$ cat config.mk
export PLATFORM = sky130hd
export DESIGN_NAME = usb_control_endpoint_sequencer
export DESIGN_NICKNAME = d
export VERILOG_FILES = /design/src/sv/ucep_pkg.sv /design/src/sv/ucep_step.sv /design/src/sv/usb_control_endpoint_sequencer.sv
export SDC_FILE = /design/constraint.sdc
export NUM_CORES = 1
export LEC_CHECK = 0
export ABC_AREA = 0
export ABC_CLOCK_PERIOD_IN_PS = 5200
export BUFFER_PORTS_ARGS = -buffer_cell sky130_fd_sc_hd__buf_4
export CAP_MARGIN = 20
export CORE_MARGIN = 5
export CORE_UTILIZATION = 48
export CTS_CLUSTER_DIAMETER = 150
export DETAILED_ROUTE_END_ITERATION = 7
export PLACE_DENSITY = 0.78
export SETUP_SLACK_MARGIN = 0.05
export SKIP_CTS_REPAIR_TIMING = 1
export SKIP_LAST_GASP = 1
export SLEW_MARGIN = 20
export SYNTH_ARGS = -nofsm -noshare
export SYNTH_HDL_FRONTEND = slang
export SYNTH_SLANG_ARGS = --single-unit
$ cat constraint.sdc
create_clock -name i_clk -period 5.2 [get_ports i_clk]
set_input_delay 0.26 -clock i_clk [delete_from_list [all_inputs] [get_ports i_clk]]
set_output_delay 0.26 -clock i_clk [all_outputs]
set_load 0.02 [all_outputs]
$ cat src/sv/ucep_pkg.sv
`timescale 1ns / 1ps

package ucep_pkg;

    localparam int IN_TDATA_W  = 96;
    localparam int IN_TUSER_W  = 2;
    localparam int OUT_TDATA_W = 112;
    localparam int CFG_IDX_W   = 2;
    localparam int CFG_DATA_W  = 8;
    localparam int NUM_STR     = 4;

    typedef enum logic [1:0] {
        MODE_SETUP     = 2'd0,
        MODE_IN_DONE   = 2'd1,
        MODE_OUT_DONE  = 2'd2,
        MODE_BUS_RESET = 2'd3
    } t_mode;

    typedef enum logic [2:0] {
        ACT_NONE       = 3'd0,
        ACT_DATA       = 3'd1,
        ACT_STATUS_OUT = 3'd2,
        ACT_SET_ADDR   = 3'd3,
        ACT_SET_CONFIG = 3'd4,
        ACT_SET_LINE   = 3'd5
    } t_in_act;

    typedef enum logic [1:0] {
        USB_UNCONNECTED = 2'd0,
        USB_ATTACHED    = 2'd1,
        USB_ADDRESSED   = 2'd2,
        USB_CONFIGURED  = 2'd3
    } t_usb_state;

    localparam logic [7:0] REQ_SET_ADDRESS      = 8'h05;
    localparam logic [7:0] REQ_GET_DESCRIPTOR   = 8'h06;
    localparam logic [7:0] REQ_SET_CONFIG       = 8'h09;
    localparam logic [7:0] REQ_SET_LINE_CODING  = 8'h20;
    localparam logic [7:0] REQ_GET_LINE_CODING  = 8'h21;
    localparam logic [7:0] REQ_SET_CTRL_LINE    = 8'h22;

    localparam logic [7:0] DESC_DEVICE    = 8'h01;
    localparam logic [7:0] DESC_CONFIG    = 8'h02;
    localparam logic [7:0] DESC_STRING    = 8'h03;
    localparam logic [7:0] DESC_QUALIFIER = 8'h06;

    localparam logic [2:0] SRC_NONE    = 3'd0;
    localparam logic [2:0] SRC_DEVICE  = 3'd1;
    localparam logic [2:0] SRC_CONFIG  = 3'd2;
    localparam logic [2:0] SRC_STRING0 = 3'd3;
    localparam logic [2:0] SRC_LINE    = 3'd7;

    localparam logic [15:0] LINE_CODING_LEN = 16'd7;

    localparam logic [CFG_IDX_W-1:0] CFG_LANG_LEN    = 2'd0;
    localparam logic [CFG_IDX_W-1:0] CFG_VENDOR_LEN  = 2'd1;
    localparam logic [CFG_IDX_W-1:0] CFG_PRODUCT_LEN = 2'd2;
    localparam logic [CFG_IDX_W-1:0] CFG_SERIAL_LEN  = 2'd3;

    localparam logic [7:0] LANG_LEN_RESET = 8'd4;

    typedef logic [NUM_STR-1:0][7:0] t_str_len;

    typedef struct packed {
        t_in_act    in_act;
        logic       out_pend;
        logic [15:0] remaining;
        logic [15:0] offset;
        logic [2:0]  source;
        logic [6:0]  saved_addr;
        logic [6:0]  active_addr;
        logic [7:0]  config_val;
        logic [7:0]  line_state;
        logic [55:0] line_coding;
        t_usb_state  usb_state;
        logic        indicator;
    } t_state;

    typedef struct packed {
        logic        tx_arm;
        logic [6:0]  tx_count;
        logic        rx_arm;
        logic [2:0]  source;
        logic [15:0] offset;
    } t_result;

endpackage

$ cat src/sv/ucep_step.sv
`timescale 1ns / 1ps

module ucep_step #(
    parameter int MAX_PACKET = 64
) (
    input  ucep_pkg::t_state   i_state,
    input  ucep_pkg::t_str_len i_str_len,
    input  ucep_pkg::t_mode    i_mode,
    input  logic [7:0]         i_request_code,
    input  logic [7:0]         i_value_low,
    input  logic [7:0]         i_value_high,
    input  logic [15:0]        i_request_length,
    input  logic [55:0]        i_out_payload,
    output ucep_pkg::t_state   o_state,
    output ucep_pkg::t_result  o_result
);

    localparam logic [15:0] MaxLen = 16'(MAX_PACKET);

    logic        plan_en;
    logic [2:0]  plan_src;
    logic [15:0] plan_rem;
    logic [15:0] plan_off;
    logic [15:0] plan_len;

    always_comb begin
        o_state  = i_state;
        o_result = '0;
        plan_en  = 1'b0;
        plan_src = i_state.source;
        plan_rem = i_state.remaining;
        plan_off = i_state.offset;

        unique case (i_mode)
            ucep_pkg::MODE_SETUP: begin
                unique case (i_request_code)
                    ucep_pkg::REQ_SET_CTRL_LINE: begin
                        o_result.tx_arm     = 1'b1;
                        o_state.in_act      = ucep_pkg::ACT_SET_LINE;
                        o_state.line_state  = i_value_low;
                    end
                    ucep_pkg::REQ_SET_LINE_CODING: begin
                        o_state.out_pend = 1'b1;
                        o_result.rx_arm  = 1'b1;
                    end
                    ucep_pkg::REQ_GET_LINE_CODING: begin
                        plan_en  = 1'b1;
                        plan_src = ucep_pkg::SRC_LINE;
                        plan_rem = ucep_pkg::LINE_CODING_LEN;
                        plan_off = '0;
                    end
                    ucep_pkg::REQ_SET_CONFIG: begin
                        o_state.config_val = i_value_low;
                        o_result.tx_arm    = 1'b1;
                        o_state.in_act     = ucep_pkg::ACT_SET_CONFIG;
                    end
                    ucep_pkg::REQ_SET_ADDRESS: begin
                        o_state.saved_addr = i_value_low[6:0];
                        o_result.tx_arm    = 1'b1;
                        o_state.in_act     = ucep_pkg::ACT_SET_ADDR;
                    end
                    ucep_pkg::REQ_GET_DESCRIPTOR: begin
                        priority if (i_value_high == ucep_pkg::DESC_DEVICE) begin
                            plan_en  = 1'b1;
                            plan_src = ucep_pkg::SRC_DEVICE;
                            plan_rem = i_request_length;
                            plan_off = '0;
                        end else if (i_value_high == ucep_pkg::DESC_QUALIFIER) begin
                            o_result.tx_arm = 1'b1;
                            o_state.in_act  = ucep_pkg::ACT_STATUS_OUT;
                        end else if (i_value_high == ucep_pkg::DESC_CONFIG) begin
                            plan_en  = 1'b1;
                            plan_src = ucep_pkg::SRC_CONFIG;
                            plan_rem = i_request_length;
                            plan_off = '0;
                        end else if (i_value_high == ucep_pkg::DESC_STRING
                                     && i_value_low[7:2] == 6'd0) begin
                            plan_en  = 1'b1;
                            plan_src = ucep_pkg::SRC_STRING0 + {1'b0, i_value_low[1:0]};
                            plan_rem = {8'd0, i_str_len[i_value_low[1:0]]};
                            plan_off = '0;
                        end else begin
                        end
                    end
                    default: begin
                    end
                endcase
            end
            ucep_pkg::MODE_IN_DONE: begin
                unique case (i_state.in_act)
                    ucep_pkg::ACT_DATA: begin
                        plan_en = 1'b1;
                    end
                    ucep_pkg::ACT_STATUS_OUT: begin
                        o_result.rx_arm  = 1'b1;
                        o_state.in_act   = ucep_pkg::ACT_NONE;
                        o_state.out_pend = 1'b0;
                    end
                    ucep_pkg::ACT_SET_ADDR: begin
                        o_state.active_addr = i_state.saved_addr;
                        o_state.usb_state   = ucep_pkg::USB_ADDRESSED;
                        o_result.rx_arm     = 1'b1;
                        o_state.in_act      = ucep_pkg::ACT_NONE;
                    end
                    ucep_pkg::ACT_SET_CONFIG: begin
                        o_state.usb_state = ucep_pkg::USB_CONFIGURED;
                        o_state.indicator = 1'b1;
                        o_result.rx_arm   = 1'b1;
                        o_state.in_act    = ucep_pkg::ACT_NONE;
                    end
                    ucep_pkg::ACT_SET_LINE: begin
                        o_result.rx_arm = 1'b1;
                        o_state.in_act  = ucep_pkg::ACT_NONE;
                    end
                    default: begin
                        o_state.in_act = ucep_pkg::ACT_NONE;
                    end
                endcase
            end
            ucep_pkg::MODE_OUT_DONE: begin
                if (i_state.out_pend) begin
                    o_state.line_coding = i_out_payload;
                    o_result.tx_arm     = 1'b1;
                    o_state.in_act      = ucep_pkg::ACT_NONE;
                    o_state.out_pend    = 1'b0;
                end
                o_result.rx_arm = 1'b1;
            end
            ucep_pkg::MODE_BUS_RESET: begin
                o_state.active_addr = '0;
                o_state.in_act      = ucep_pkg::ACT_NONE;
                o_state.out_pend    = 1'b0;
                o_state.indicator   = 1'b0;
                o_state.usb_state   = ucep_pkg::USB_ATTACHED;
                o_result.rx_arm     = 1'b1;
            end
            default: begin
            end
        endcase

        // cut the next data packet
        plan_len = (plan_rem > MaxLen) ? MaxLen : plan_rem;
        if (plan_en) begin
            o_state.source = plan_src;
            if (plan_len != 16'd0) begin
                o_result.tx_arm   = 1'b1;
                o_result.tx_count = plan_len[6:0];
                o_result.source   = plan_src;
                o_result.offset   = plan_off;
            end
            o_state.remaining = plan_rem - plan_len;
            if (plan_rem != plan_len) begin
                o_state.offset = plan_off + plan_len;
                o_state.in_act = ucep_pkg::ACT_DATA;
            end else begin
                o_state.offset = plan_off;
                o_state.in_act = ucep_pkg::ACT_STATUS_OUT;
            end
        end
    end

endmodule

$ cat src/sv/usb_control_endpoint_sequencer.sv
`timescale 1ns / 1ps
// An accepted input beat's result beat is registered; it is valid on the next cycle.
// Throughput: one event per cycle unless a held result waits on m_axis_tready; the
// decode and packet cut sit between the slave port and the output register.
// Reset (i_rst_n low, synchronous): no result pending, device unconnected, address 0,
// stored values cleared, string lengths back to 4, 0, 0, 0.

module usb_control_endpoint_sequencer #(
    parameter int MAX_PACKET = 64
) (
    input  logic                                i_clk,
    input  logic                                i_rst_n,
    input  logic                                i_cfg_we,
    input  logic [ucep_pkg::CFG_IDX_W-1:0]      i_cfg_index,
    input  logic [ucep_pkg::CFG_DATA_W-1:0]     i_cfg_data,
    input  logic                                s_axis_tvalid,
    output logic                                s_axis_tready,
    // request_code, value_low, value_high, request_length, out_payload
    input  logic [ucep_pkg::IN_TDATA_W-1:0]     s_axis_tdata,
    // mode
    input  logic [ucep_pkg::IN_TUSER_W-1:0]     s_axis_tuser,
    output logic                                m_axis_tvalid,
    input  logic                                m_axis_tready,
    // tx_arm, tx_count, rx_arm, source_select, source_offset, device_address,
    // device_state, led_on, line_coding, control_line_state, config_value, 2 pad bits
    output logic [ucep_pkg::OUT_TDATA_W-1:0]    m_axis_tdata
);

    ucep_pkg::t_state   r_state;
    ucep_pkg::t_state   n_state;
    ucep_pkg::t_result  n_result;
    ucep_pkg::t_str_len r_str_len;
    logic               r_out_valid;
    logic [ucep_pkg::OUT_TDATA_W-1:0] r_out_data;
    logic [ucep_pkg::OUT_TDATA_W-1:0] n_out_data;
    logic               in_fire;

    assign s_axis_tready = !r_out_valid || m_axis_tready;
    assign in_fire       = s_axis_tvalid && s_axis_tready;
    assign m_axis_tvalid = r_out_valid;
    assign m_axis_tdata  = r_out_data;

    ucep_step #(
        .MAX_PACKET(MAX_PACKET)
    ) u_step (
        .i_state          (r_state),
        .i_str_len        (r_str_len),
        .i_mode           (ucep_pkg::t_mode'(s_axis_tuser[1:0])),
        .i_request_code   (s_axis_tdata[7:0]),
        .i_value_low      (s_axis_tdata[15:8]),
        .i_value_high     (s_axis_tdata[23:16]),
        .i_request_length (s_axis_tdata[39:24]),
        .i_out_payload    (s_axis_tdata[95:40]),
        .o_state          (n_state),
        .o_result         (n_result)
    );

    assign n_out_data = {2'b00,
                         n_state.config_val,
                         n_state.line_state,
                         n_state.line_coding,
                         n_state.indicator,
                         n_state.usb_state,
                         n_state.active_addr,
                         n_result.offset,
                         n_result.source,
                         n_result.rx_arm,
                         n_result.tx_count,
                         n_result.tx_arm};

    always_ff @(posedge i_clk) begin
        if (!i_rst_n) begin
            r_out_valid <= 1'b0;
            r_state     <= '{in_act:    ucep_pkg::ACT_NONE,
                             usb_state: ucep_pkg::USB_UNCONNECTED,
                             default:   '0};
        end else begin
            if (in_fire) begin
                r_out_valid <= 1'b1;
                r_state     <= n_state;
            end else if (m_axis_tready) begin
                r_out_valid <= 1'b0;
            end
        end
    end

    always_ff @(posedge i_clk) begin
        if (in_fire) begin
            r_out_data <= n_out_data;
        end
    end

    always_ff @(posedge i_clk) begin
        if (!i_rst_n) begin
            r_str_len[ucep_pkg::CFG_LANG_LEN]    <= ucep_pkg::LANG_LEN_RESET;
            r_str_len[ucep_pkg::CFG_VENDOR_LEN]  <= '0;
            r_str_len[ucep_pkg::CFG_PRODUCT_LEN] <= '0;
            r_str_len[ucep_pkg::CFG_SERIAL_LEN]  <= '0;
        end else if (i_cfg_we) begin
            r_str_len[i_cfg_index] <= i_cfg_data;
        end
    end

endmodule

### Yosys cells after proc, flatten, opt, wreduce, memory -nomap -nowiden

Cells that the tools add are included.
Widths: inputs -> output; s select.

| storage, ports and cells | value |
|---|---|
| register bits | 271 |
| output and inout bits | 114 |

| operators by class | value |
|---|---|
| muxes and demuxes | 64 |
| reduce and logical (&&, ||, !) cells | 17 |
| $add $sub $neg | 3 |
| eq/ne operators | 26 |
| $lt $le $gt $ge | 4 |

Operators by type and width:

| cell | count |
|---|---|
| $mux 16 | 13 |
| $mux 56 | 2 |
| $pmux 16 s2 | 2 |
| $mux 8 | 6 |
| $bwmux 32 | 1 |
| $mux 3 | 9 |
| $eq 8x3->1 const B | 3 |
| $eq 8x6->1 const B | 3 |
| $add 16x16->16 | 1 |
| $bmux 8 s2 | 1 |
| $demux 8 s2 | 1 |
| $eq 8x2->1 const B | 2 |
| $gt 16x7->1 const B | 1 |
| $ne 16x16->1 | 1 |
| $pmux 4 s4 | 1 |
| $reduce_bool 16->1 | 1 |
| $sub 16x16->16 | 1 |
| $mux 1 | 15 |
| $pmux 7 s2 | 1 |
| $pmux 3 s2 | 2 |
| $pmux 3 s4 | 1 |
| $eq 8x1->1 const B | 1 |
| $eq 8x4->1 const B | 1 |
| $pmux 1 s2 | 4 |
| 30 further kinds | 40 |

### Logic depth before layout (Yosys ltp)

| logic depth | value |
|---|---|
| depth after elaboration | 13 |
| gate-level depth with buffers | 25 |
| depth with buffers taken out | 20 |

### Hierarchy

From an unflattened synthesis, not the netlist that was laid out.

| unflattened totals | value |
|---|---|
| cell total of the unflattened synthesis | 1383 |
| area, all modules | 13669.4 µm² |

By module, submodules not included:

| module | cells an instance | instances | sequential area each (µm²) | area an instance (µm²) |
|---|---|---|---|---|
| usb_control_endpoint_sequencer | 791 | 1 | 6526.3 | 9522.9 |
| ucep_step | 592 | 1 | 0.0 | 4146.5 |

### Worst setup path before layout

No wires, ideal clock.

| timing | value |
|---|---|
| path type | input port to flip-flop |
| from | input port s_axis_tdata[8] (netlist name) |
| to | register r_state[107] (netlist name) |
| arrival time | 4.829 ns |
| required time | 5.078 ns |
| library setup time | 0.122 ns |
| stages on the path | 21 |
| buffers on the path | 3 |
| setup slack | 0.249 ns |
| path through | buf_1 -> mux4_2 -> a22oi_1 -> nor2_1 -> a211o_1 -> buf_6 -> nor3_4 -> a31oi_1 -> buf_4 -> nand2b_1 -> inv_1 -> ha_1 -> a211oi_1 -> o21ai_0 -> a31oi_1 -> o21ai_0 -> a2111oi_0 -> or3_1 -> o21ai_0 -> and4_4 -> a311o_1 |

| on the way | value |
|---|---|
| cells in the longest elaborated chain, start to end | 12 |

RTL lines:

| what | line | text |
|---|---|---|
| from (decl) | usb_control_endpoint_sequencer.sv:19 | `input logic [ucep_pkg::IN_TDATA_W-1:0] s_axis_tdata,` |
| $bmux 8 s2 * | ucep_step.sv:80 | `plan_rem = {8'd0, i_str_len[i_value_low[1:0]]};` |
| $mux 8 (not written as such) * | ucep_step.sv:80 |  |
| $mux 16 * | ucep_step.sv:76 | `end else if (i_value_high == ucep_pkg::DESC_STRING` |
| $mux 16 * | ucep_step.sv:71 | `end else if (i_value_high == ucep_pkg::DESC_CONFIG) begin` |
| $mux 16 * | ucep_step.sv:68 | `end else if (i_value_high == ucep_pkg::DESC_QUALIFIER) begin` |
| $mux 16 * | ucep_step.sv:63 | `priority if (i_value_high == ucep_pkg::DESC_DEVICE) begin` |
| $pmux 16 s2 * | ucep_step.sv:36 | `unique case (i_request_code)` |
| $mux 16 * | ucep_step.sv:34 | `unique case (i_mode)` |
| $gt 16x7->1 | ucep_step.sv:142 | `plan_len = (plan_rem > MaxLen) ? MaxLen : plan_rem;` |
| $mux 16 * | ucep_step.sv:142 |  |
| net u_step.plan_len[1] | ucep_step.sv:24 | `logic [15:0] plan_len;` |
| $add 16x16->16 / $ne 16x16->1 (equally long branches) | ucep_step.sv:153, ucep_step.sv:152 |  |
| $mux 16 * | ucep_step.sv:152 | `if (plan_rem != plan_len) begin` |
| to (signal assigned) | usb_control_endpoint_sequencer.sv:74 | `r_state <= '{in_act: ucep_pkg::ACT_NONE,` |
| to (signal assigned) | usb_control_endpoint_sequencer.sv:80 | `r_state <= n_state;` |
| to (decl) | usb_control_endpoint_sequencer.sv:29 | `ucep_pkg::t_state r_state;` |

The timed path passes the listed nets; every way through them passes the cells marked *. The select of a mux whose other input is x is not followed.
A chain may end at the register's enable or synchronous reset.

### Final worst setup path

| timing | value |
|---|---|
| from | input port s_axis_tdata[21] (netlist name) |
| to | register r_state[107] (netlist name) |

| on the way | value |
|---|---|
| cells in the longest elaborated chain, start to end | 12 |

RTL lines:

| what | line | text |
|---|---|---|
| $eq 8x2->1 | ucep_step.sv:76 |  |
| $logic_and 1x1->1 | ucep_step.sv:77 | `&& i_value_low[7:2] == 6'd0) begin` |
| $mux 16 | ucep_step.sv:76 |  |
| $mux 16 | ucep_step.sv:71 |  |
| $mux 16 | ucep_step.sv:68 |  |
| $mux 16 * | ucep_step.sv:63 |  |
| $pmux 16 s2 * | ucep_step.sv:36 |  |
| $mux 16 * | ucep_step.sv:34 |  |
| $gt 16x7->1 | ucep_step.sv:142 |  |
| $mux 16 * | ucep_step.sv:142 |  |
| net u_step.plan_len[1] | ucep_step.sv:24 |  |
| $add 16x16->16 / $ne 16x16->1 (equally long branches) | ucep_step.sv:153, ucep_step.sv:152 |  |
| $mux 16 * | ucep_step.sv:152 |  |

The timed path passes the listed nets; every way through them passes the cells marked *.

==> results.sh <==
export IMPL_outcome="finished with violations"
export IMPL_violations="hold timing"
export IMPL_die_area_sq_um=28900
export IMPL_wl_met1_um=13700
export IMPL_final_nets=1582
export IMPL_rr_worst_depth=19
export IMPL_layout_cells_most_common="buf_4"
export IMPL_ff2ff_setup_slack_ns=0.72
export IMPL_p_sw_mw=1.18
export IMPL_hpwl_um=22800
export IMPL_synth_edf_count=110
export IMPL_crit_required_ns=5.62
export IMPL_p_int_mw=3.74
export IMPL_seqPwrFrac=0.482
export IMPL_cts_sinks=271
export IMPL_finalPower_mw=4.93
export IMPL_drtIter0Drc=922
export IMPL_tightest_slew_ns=1.09
export IMPL_wl_met3_um=2390
export IMPL_path_class="input pin to register"
export IMPL_period_needed_ns=4.65
export IMPL_cp_slowest_cell="or3_1"
export IMPL_area_delta_synth_final_pct=24.8
export IMPL_via_per_inst=5.56
export IMPL_ys_ff_latch=271
export IMPL_grt_start_max_net_pins=100
export IMPL_cts_tree="built"
export IMPL_fmax_ghz=0.215
export IMPL_cts_max_level=1
export IMPL_crit_cells=20
export IMPL_async_reset_ff_frac=0
export IMPL_start_util=0.488
export IMPL_yosysUniqueCellTypes=70
export IMPL_stdcell_count=1803
export IMPL_arrival_ns=5.06
export IMPL_port_buffers=224
export IMPL_setup_viol=0
export IMPL_clk_path_buf_depth=3
export IMPL_via_count=10000
export IMPL_cts_buffers=28
export IMPL_min_delay_start="s_axis_tdata[14]"
export IMPL_hold_viol_final=6
export IMPL_ys_warn_count=0
export IMPL_grt_pass1_vias=9462
export IMPL_antenna_found_initial=0
export IMPL_grt_pass1_wl_um=49900
export IMPL_gp_congestion=0.875
export IMPL_holdPathEnd="r_state[88]$_SDFFE_PN0P_"
export IMPL_final_cell_area_sq_um=15300
export IMPL_clk_pin_slew_ns=0.06
export IMPL_r2r_start="r_str_len[18]$_SDFFE_PN0P_"
export IMPL_synth_top_area_share=0.269
export IMPL_fp_dieW_um=170
export IMPL_p_leak_nw=6.37
export IMPL_syn_area_sq_um=12300
export IMPL_insertion_delay_ns=0.55
export IMPL_skew_ns=0.0228
export IMPL_synth_area_leaders="edfxtp_1 (27%), dfxtp_1 (26%), nor2_1 (7.4%)"
export IMPL_comb_power_share=0.114
export IMPL_path_delay_family="compound AO/OA/AOI/OAI gates"
export IMPL_placed_area_sq_um=14300
export IMPL_syn_inst=1226
export IMPL_slew_headroom=0.271
export IMPL_io_pins=227
export IMPL_ir_drop_mv=0.204
export IMPL_avgRoutedWirePerCell_um=17.9
export IMPL_maxCapViolations=0
export IMPL_avgSynthCellArea_sq_um=10.0
export IMPL_core_area_sq_um=25200
export IMPL_antenna_cells=0
export IMPL_cellPowerDensity_nw_per_um2=321
export IMPL_rows=58
export IMPL_sw_frac_of_total=0.240
export IMPL_whs_path_depth=3
export IMPL_drive_above_1_share=0.265
export IMPL_synth_flop_cell="dfxtp_1"
export IMPL_end_kind="register"
export IMPL_period_share=0.893
export IMPL_r2r_end="r_state[107]$_SDFFE_PN0P_"
export IMPL_critPathBufInv=2
export IMPL_synth_seq_area_share=0.531
export IMPL_rsz0062_at_grt="no"
export IMPL_slew_viol_final=0
export IMPL_dr_max_layer_used="met4"
export IMPL_clockPowerShare=0.403
export IMPL_hold_ws_ns=-0.0189
export IMPL_setup_tns_ns=0
export IMPL_path_max_fanout=5
export IMPL_synth_largest_area_cell="edfxtp_1"
export IMPL_crit_chain="buf_4 -> nor3_1 -> nand2_1 -> o31ai_2 -> a21oi_1 -> or3_1 -> nor3_4 -> a31oi_1 -> nand2b_1 -> inv_1 -> ha_1 -> a211oi_1 -> o21ai_0 -> a31oi_1 -> o21ai_0 -> a2111oi_0 -> or3_1 -> o21ai_0 -> and4_4 -> a311o_1"
export IMPL_grt_ovfl_total=0
export IMPL_wl_met2_um=15400
export IMPL_dp_cells=1744
export IMPL_hold_path_class="input pin to register"
export IMPL_final_cell_mix="buf_4 (251), nor2_1 (244), dfxtp_1 (161)"
export IMPL_startpoint_type="input pin"
export IMPL_crit_path_max_incr_delay_ns=0.51
export IMPL_first_pass_iters=5
export IMPL_ant_nets=0
export IMPL_root_buffer="clkbuf_16"
export IMPL_grtUsageTotal=0.211
export IMPL_die_height_um=170
export IMPL_drc=0
export IMPL_totalWireLength_um=32300
export IMPL_crit_top_cell="o21ai_0"
==> per-layer routing <==
metal  up-vias  GRT usage
met5         -          0
met4         0     0.0601
met3        61     0.0293
met2       379      0.360
met1      4739      0.281
li1       4844          -
==> sequential cells by signal, summed over array words and instances (netlist names) <==
register,flops
r_state,128
m_axis_tvalid,1
r_str_len,32
m_axis_tdata,110
==> area by class of cell <==
| class | instances | area (sq um) |
|---|---|---|
| Fill cell | 2062 | 9840 |
| Sequential cell | 271 | 6530 |
| Clock buffer | 40 | 806 |
| Inverter | 15 | 63.8 |
| Timing Repair Buffer | 258 | 1950 |
| Tap cell | 330 | 413 |
| Multi-Input combinational cell | 877 | 5460 |
| Clock inverter | 12 | 123 |
==> per-stage QoR <==
stage / setup slack [ns] / hold WS [ns] / util
detailed placement: 0.184 / 0.443 / 0.570
finish: 0.555 / -0.0189 / 0.609
global route: 0.156 / 0.00110 / 0.609
CTS: 0.735 / -0.0512 / 0.606
floorplan: 0.249 / 0.388 / -
global placement: 0.293 / 0.441 / 0.570
==> synth_stat cells (15+ instances only) <==
cell type    n
nand2_1     76
dfxtp_1    161
a21oi_1     54
and2_1      33
ha_1        17
clkbuf_1    52
mux2_2      68
nor2_1     244
o21ai_0     32
inv_1       15
mux2i_1     42
edfxtp_1   110
nor3_1      89
nand3_1     20
==> tightest hold or removal path: stages <==
cell and delay [ns]:
buf_4 0.10, mux2i_1 0.06, nor2_1 0.07
==> power groups by stage <==
stage | Combinational (mW) | Clock [mW] | Sequential [mW]
2_1_floorplan | 0.249 | 0 | 2.49
3_3_place_gp | 0.544 | 0 | 2.42
3_5_place_dp | 0.555 | 0 | 2.42
4_1_cts | 0.559 | 2.03 | 2.38
5_1_grt | 0.606 | 2.11 | 2.39
6_report | 0.562 | 1.99 | 2.38
==> kinds of logic (layout without fill, tap and decap cells) <==
kind of cell / Yosys count / count (layout) / synth area share
AO/OA/AOI/OAI: 191 / 191 / 0.103
buffers and inverters: 87 / 325 / 0.0284
other: 2 / 11 / 0.000611
flip-flops: 271 / 271 / 0.531
multiplexers: 118 / 118 / 0.111
XOR/XNOR: 15 / 15 / 0.0107
adder cells (fa/ha/maj): 18 / 18 / 0.0189
AND/OR/NAND/NOR: 524 / 524 / 0.197
==> how the worst max path moves through the flow <==
| stage | slack (ns) | end | startpoint |
|---|---|---|---|
| after floorplan | 0.25 | r_state[107]$_SDFFE_PN0P_ | s_axis_tdata[8] |
| after detailed placement | 0.18 | r_state[107]$_SDFFE_PN0P_ | s_axis_tdata[14] |
| final | 0.55 | r_state[107]$_SDFFE_PN0P_ | s_axis_tdata[21] |
| after global placement | 0.29 | r_state[107]$_SDFFE_PN0P_ | s_axis_tdata[21] |
| after global routing | 0.16 | r_state[107]$_SDFFE_PN0P_ | s_axis_tdata[21] |
| after CTS | 0.73 | r_state[107]$_SDFFE_PN0P_ | s_axis_tdata[21] |
(Power assumes the default switching activity.)
